File: src/rtl/core/cgr_pkg.sv
// cgr_pkg: shared types and codes for the character generator.
// No dependencies; used by cgr_front, cgr_back and text_semigraphics_char_renderer.
`timescale 1ns / 1ps

package cgr_pkg;

  // Item kinds on the input channel
  typedef enum logic {
    ACT_RENDER = 1'b0,
    ACT_WRITE  = 1'b1
  } action_t;

  // Configuration register indexes
  typedef enum logic [2:0] {
    REG_PAPER    = 3'd0,
    REG_INK      = 3'd1,
    REG_INK_ALT  = 3'd2,
    REG_LC_EN    = 3'd3,
    REG_LC_FIRST = 3'd4,
    REG_LC_LAST  = 3'd5,
    REG_PALETTE  = 3'd6
  } reg_idx_t;

  localparam logic [7:0] LC_FIRST_RST = 8'd224;
  localparam logic [7:0] LC_LAST_RST  = 8'd255;

  // Configuration register set
  typedef struct packed {
    logic [7:0]  paper;
    logic [7:0]  ink;
    logic [7:0]  ink_alt;
    logic        lc_en;
    logic [7:0]  lc_first;
    logic [7:0]  lc_last;
    logic [63:0] palette;
  } cfg_t;

  // Per-item info carried alongside the glyph store read
  typedef struct packed {
    logic       semi;      // semigraphic cell
    logic       row_zero;  // glyph row reads as blank
    logic [7:0] fg;
    logic [7:0] bg;
    logic       left;      // semigraphic left block set
    logic       right;     // semigraphic right block set
  } item_t;

  typedef logic [7:0][7:0] pix_vec_t;  // [i] is pixel i, 0 leftmost

endpackage

File: src/rtl/core/cgr_front.sv
// cgr_front: decodes a screen byte into colors, glyph address and block bits.
// Depends on cgr_pkg.
`timescale 1ns / 1ps

module cgr_front #(
  parameter int CELL_LINES    = 12,
  parameter int GLYPH_COUNT   = 128,
  parameter int LOWER_INVERTS = 0,
  parameter int AW            = 11
) (
  input  logic [7:0]     char_code,
  input  logic [3:0]     cell_line,
  input  logic           colour_set,
  input  cgr_pkg::cfg_t  cfg,
  output cgr_pkg::item_t info,
  output logic [AW-1:0]  rd_addr
);

  localparam logic [4:0]  LINES5   = 5'(CELL_LINES);
  localparam logic [5:0]  THIRD1   = 6'(CELL_LINES);
  localparam logic [5:0]  THIRD2   = 6'(2 * CELL_LINES);
  localparam logic [8:0]  GLYPHS9  = 9'(GLYPH_COUNT);
  localparam logic [11:0] LINES12  = 12'(CELL_LINES);
  localparam logic        LC_SWAP  = (LOWER_INVERTS != 0);

  logic        lc_hit;
  logic [6:0]  glyph;
  logic        swap;
  logic [7:0]  ink;
  logic [2:0]  pal_idx;
  logic [5:0]  line_x3;
  logic [11:0] addr_full;

  always_comb begin
    lc_hit  = cfg.lc_en && (char_code >= cfg.lc_first) && (char_code <= cfg.lc_last);
    glyph   = {lc_hit, char_code[5:0]};
    swap    = lc_hit ? LC_SWAP : char_code[7];
    ink     = colour_set ? cfg.ink_alt : cfg.ink;
    pal_idx = {colour_set, char_code[7:6]};
    line_x3 = {2'b00, cell_line} * 6'd3;

    info.semi     = char_code[6];
    info.row_zero = ({1'b0, cell_line} >= LINES5) || ({2'b00, glyph} >= GLYPHS9);
    info.left     = 1'b0;
    info.right    = 1'b0;

    if (char_code[6]) begin
      info.fg = cfg.palette[{pal_idx, 3'b000} +: 8];
      info.bg = cfg.paper;
      // block row 0/1/2 from the top third, middle third, bottom (clamped)
      if (line_x3 >= THIRD2) begin
        info.left  = char_code[1];
        info.right = char_code[0];
      end else if (line_x3 >= THIRD1) begin
        info.left  = char_code[3];
        info.right = char_code[2];
      end else begin
        info.left  = char_code[5];
        info.right = char_code[4];
      end
    end else if (swap) begin
      info.fg = cfg.paper;
      info.bg = ink;
    end else begin
      info.fg = ink;
      info.bg = cfg.paper;
    end

    addr_full = 12'(glyph) * LINES12 + 12'(cell_line);
    rd_addr   = addr_full[AW-1:0];
  end

endmodule

File: config.mk
export PLATFORM = sky130hd
export DESIGN_NAME = cgr_front
export DESIGN_NICKNAME = d
export VERILOG_FILES = /design/src/rtl/core/cgr_pkg.sv /design/src/rtl/core/cgr_front.sv
export SDC_FILE = /design/constraint.sdc
export NUM_CORES = 1
export LEC_CHECK = 0
export BUFFER_PORTS_ARGS = -buffer_cell sky130_fd_sc_hd__buf_4
export CAP_MARGIN = 20
export CORE_MARGIN = 3
export CORE_UTILIZATION = 35
export DETAILED_ROUTE_END_ITERATION = 10
export PLACE_DENSITY = 0.8
export RECOVER_POWER = 50
export SYNTH_ARGS = -nofsm -noshare
export SYNTH_HDL_FRONTEND = slang
export SYNTH_SLANG_ARGS = --single-unit
File: constraint.sdc
create_clock -name vclk -period 3.5
set_clock_uncertainty 0.1 [all_clocks]
set_input_delay 0.175 -clock vclk [all_inputs]
set_output_delay 0.175 -clock vclk [all_outputs]
set_load 0.005 [all_outputs]
==> results of run 1 <==
stage by stage:
stage / cell area, um^2 / util (%)
after global placement: 2470 / 59.1
after floorplan: 1590 / -
final: 2460 / 59.0
after detailed placement: 2470 / 59.1
after CTS: 2470 / 59.1
after global routing: 2460 / 59.0
per-layer routing:
metal,vias up,track usage [%]
met4,0,1.81
met3,6,0.684
met1,780,22.6
met2,46,29.9
met5,-,0
li1,879,-
path summary, 6_finish.rpt:
kind	end	start
worst min-delay path	rd_addr[0]	cell_line[0]
worst max-delay path	info[6]	char_code[7]
Yosys cell counts (all sizes together) (3+ instances only):
cell     n  share of area [%]
o21a     3                1.4
a211oi   4                1.9
nand2b   3                2.1
nor2     9                2.1
inv     20                4.7
o21ai   12                3.8
mux2i   10                6.3
mux2    16                 13
xor2     6                3.3
fa       3                3.8
buf      6                3.3
clkbuf   3               0.71
ha      28                 22
mux4     8                 11
xnor2    5                2.8
nand3    4                1.3
nand2   10                2.4
a21oi    9                2.8
power by group through the flow:
stage | sequential, mW | combinational [mW] | clock (mW)
after floorplan | 0 | 0.197 | 0
after global placement | 0 | 0.365 | 0
after detailed placement | 0 | 0.374 | 0
after CTS | 0 | 0.375 | 0
after global routing | 0 | 0.407 | 0
final | 0 | 0.369 | 0
cell type report:
class,count,area (um^2),area share (%)
repair buffers,117,875,35.5
inverters,20,75.1,3.05
well taps,50,62.6,2.54
multi-input cells,152,1450,58.9
worst max-delay path, delay by kind of cell:
family / cells / cell delay [ps]
buffers and inverters: 2 / 310
multiplexers: 1 / 320
adder cells (fa/ha/maj): 1 / 310
AO/OA/AOI/OAI: 3 / 1210
AND/OR/NAND/NOR: 2 / 460
cells by family after synthesis:
| kind of cell | count (synthesis) |
|---|---|
| muxes | 34 |
| adders and majority gates | 31 |
| and+or+nand+nor | 36 |
| xor gates and xnor gates | 11 |
| buffers and inverters | 29 |
| AOI/OAI and AO/OA | 40 |
==> impl_metrics.py, run 1 <==
metrics = {
    "clocking": {
        "cts_hold_buf": 0,
        "cts_setup_buffers": 0,
        "cts_resized": 0,
    },
    "finish": {
        "diodes": 0,
        "syn2layout_area_growth_pct": 55.4,
        "seq_cell_count": 0,
        "layout-drive-gt1-share_pct": 50.2,
        "layout_common_cells": "buf_4 (107), ha_1 (28), inv_1 (20)",
        "seq_area_um2": 0,
        "layout.cells.non_filler": 339,
        "nets": 440,
        "filler_cell_count": 397,
        "final_common_cell": "buf_4",
        "clkbuf_count": 0,
    },
    "power_and_ir_drop": {
        "p_clk_share_pct": 0,
        "ir_drop_mv": 0.0895,
        "p_comb_share_pct": 100.0,
        "p_leak_nw": 1.32,
        "power.net_switching_mw": 0.151,
        "p_total_mw": 0.369,
        "switching_share_pct": 40.8,
        "p_seq_share_pct": 0,
        "p_per_area_nw_per_um2": 150,
        "internal_power_mw": 0.219,
    },
    "drt": {
        "route.met2.wl_um": 2620,
        "top_layer": "met4",
        "vias": 1711,
        "wl_per_cell_um": 14.9,
        "wl_met3_um": 247,
        "drc": 0,
        "totalWireLength_um": 5050,
        "antenna_left": 0,
        "dr.pass1.iters": 4,
        "wl_met1_um": 2110,
        "drt_iter0_drc": 29,
        "post_drt_via_cell_ratio": 5.05,
    },
    "global_routing": {
        "grtUsageTotal_pct": 16.6,
        "antenna_found_initial": 0,
        "overflow": 0,
        "grt_max_degree": 21,
        "grt_pass1_vias": 1591,
        "grt_pass1_wl_um": 7270,
    },
    "worst_setup_path": {
        "endpoint_kind": "primary output",
        "critical_path_class": "input pin to primary output",
        "path_max_fanout": 11,
        "critical_path_arrival_ps": 2800,
        "path_cells": "buf_4 -> ha_1 -> nand2_1 -> o21ai_0 -> a32oi_1 -> o31ai_2 -> nand2b_4 -> mux2_4 -> buf_4",
        "setup.worst_path.start_class": "input pin",
        "slowest_stage": "o31ai_2",
        "crit_top_cell": "buf_4",
        "max_stage_delay_ps": 920,
        "worstPathRequired_ps": 3220,
    },
    "synth": {
        "synth_nets": 330,
        "syn_avg_cell_area_um2": 8.76,
        "syn_area_um2": 1590,
        "synth_simple_gate_area_share_pct": 11.9,
        "seq_area_frac_synth_pct": 0,
        "synthAdderAreaFrac_pct": 25.9,
        "synth_cells": 181,
        "synth_xor_area_share_pct": 6.08,
        "synth_compound_area_share_pct": 16.4,
        "ys_types": 38,
        "synth_top_family_by_area": "multiplexers",
        "synth_warnings": 0,
        "synth_mux_area_share_pct": 30.9,
    },
    "sta": {
        "hold_viol_final": 0,
        "worstMarginPinSlew_ps": 1050,
        "setup_viol": 0,
        "finalSetupTns_ps": 0,
        "maxSlewViolCount": 0,
        "rsz0062_at_grt": "no",
        "fin_ws_ps": 425,
        "relSlewSlack_pct": 29.7,
        "period_share_pct": 87.9,
        "fmax_mhz": 325,
        "hold-worst-slack_ps": 465,
        "finalCriticalPeriod_ps": 3070,
    },
    "placement": {
        "port_buffers": 117,
        "hpwlAfterDp_um": 4470,
        "place_ws_ps": 411,
        "dp_cells": 339,
        "gp_congestion": 0.821,
    },
    "outcome": {
        "outcome": "finished clean",
    },
    "floorplan": {
        "die_area_um2": 5370,
        "coreArea_um2": 4170,
        "die_y_um": 73.3,
        "pin_count": 149,
        "fp.dieW_um": 73.3,
        "start_util_pct": 38.0,
        "core.rowCount": 23,
    },
    "worst_hold_path": {
        "hold_path_depth": 2,
        "min_path_type": "input pin to primary output",
    },
    "flow_run": {
        "drv_cap": 0,
    },
}
(Power assumes the default switching activity.)
==> run 2, diff against run 1 <==
clock period = 3.65 ns   (was 3.5 ns; I/O delays follow)
==> impl_metrics.py, run 2 (synthesized netlist as in run 1, its figures left out) <==
metrics = {
    "worst_setup_path": {
        "slowest_stage": "o31ai_2",
        "path_cells": "clkbuf_1 -> ha_1 -> nor2b_1 -> o211ai_1 -> a211oi_1 -> o31ai_2 -> nand2b_4 -> mux2_4 -> buf_4",
        "cp-endpoint": "info[8]",
        "max_stage_delay_ps": 850,
        "setup.worst_path.start_class": "input pin",
        "cp_num_cells": 9,
        "path_max_fanout": 9,
        "critical_path_arrival_ps": 2920,
        "cp.buffers_inverters": 2,
        "cp_top_family": "compound AO/OA/AOI/OAI gates",
        "startpoint": "char_code[1]",
        "critical_path_class": "input pin to primary output",
        "worstPathRequired_ps": 3370,
        "endpoint_kind": "primary output",
    },
    "global_routing": {
        "grt_pass1_vias": 1554,
        "grtUsageTotal_pct": 16.7,
        "overflow": 0,
        "grt_max_degree": 21,
        "antenna_found_initial": 0,
        "grt_pass1_wl_um": 7270,
    },
    "finish": {
        "multiInputGateArea_um2": 1450,
        "layout-drive-gt1-share_pct": 49.8,
        "layout.cells.non_filler": 339,
        "filler_cell_count": 381,
        "syn2layout_area_growth_pct": 55.2,
        "nets": 440,
        "diodes": 0,
        "clkbuf_count": 0,
        "seq_cell_count": 0,
        "final_area_um2": 2460,
        "final_common_cell": "buf_4",
        "seq_area_um2": 0,
        "layout_common_cells": "buf_4 (105), ha_1 (28), inv_1 (20)",
    },
    "floorplan": {
        "die_y_um": 73.3,
        "fp.dieW_um": 73.3,
        "die_area_um2": 5370,
        "pin_count": 149,
        "core.rowCount": 23,
        "start_util_pct": 38.0,
        "coreArea_um2": 4170,
    },
    "placement": {
        "dp_cells": 339,
        "hpwlAfterDp_um": 4540,
        "post_dp_cell_area_um2": 2470,
        "place_ws_ps": 542,
        "gp_congestion": 0.821,
        "port_buffers": 117,
    },
    "sta": {
        "relSlewSlack_pct": 29.8,
        "fmax_mhz": 312,
        "hold_viol_final": 0,
        "finalSetupTns_ps": 0,
        "period_share_pct": 87.7,
        "worstMarginPinSlew_ps": 1050,
        "setup_viol": 0,
        "maxSlewViolCount": 0,
        "fin_ws_ps": 450,
        "finalCriticalPeriod_ps": 3200,
        "rsz0062_at_grt": "no",
    },
    "worst_hold_path": {
        "min_from": "cell_line[0]",
        "min_path_type": "input pin to primary output",
    },
    "outcome": {
        "outcome": "finished clean",
    },
    "drt": {
        "drt_iter0_drc": 47,
        "dr.pass1.iters": 4,
        "wl_per_cell_um": 15.0,
        "drc": 0,
        "totalWireLength_um": 5100,
        "antenna_left": 0,
        "post_drt_via_cell_ratio": 5.18,
        "vias": 1755,
    },
    "clocking": {
        "cts_hold_buf": 0,
        "cts_setup_buffers": 0,
        "cts_resized": 0,
    },
    "power_and_ir_drop": {
        "p_leak_nw": 1.32,
        "ir_drop_mv": 0.0815,
        "p_per_area_nw_per_um2": 144,
        "p_total_mw": 0.355,
    },
    "flow_run": {
        "drv_cap": 0,
    },
}
==> run 2: cell type report <==
| type | count | share of cell area [%] |
|---|---|---|
| tap | 50 | 2.54 |
| inverter | 20 | 3.05 |
| multi-input combinational | 152 | 59.0 |
| timing repair buffer | 117 | 35.4 |
==> run 2: power by group <==
group	total, mW	internal [mW]	switching, mW
clock	0	0	0
sequential	0	0	0
combinational	0.355	0.209	0.145
total	0.355	0.209	0.145
==> run 2: worst min-delay path by stage <==
| stage | to | slack (ps) | depth (start not counted) |
|---|---|---|---|
| 3_5_place_dp | rd_addr[0] | 460 | 2 |
| 6_report | rd_addr[0] | 480 | 2 |
| 5_1_grt | rd_addr[0] | 490 | 2 |
| 3_3_place_gp | rd_addr[0] | 460 | 2 |
| 2_1_floorplan | rd_addr[9] | 340 | 1 |
| 4_1_cts | rd_addr[0] | 460 | 2 |
==> run 2: metrics by stage <==
stage / hold WS [ps] / utilization [%]
floorplan: 344 / -
CTS: 458 / 59.1
detailed placement: 458 / 59.1
global route: 487 / 59.0
finish: 478 / 59.0
global placement: 456 / 59.1
==> run 2: metal layers <==
layer / track usage [%] / vias to the layer above / wire (um)
li1: - / 877 / -
met1: 23.1 / 816 / 2130
met2: 28.7 / 52 / 2620
met3: 0.958 / 10 / 240
met4: 3.02 / 0 / 108
met5: 0 / - / 0
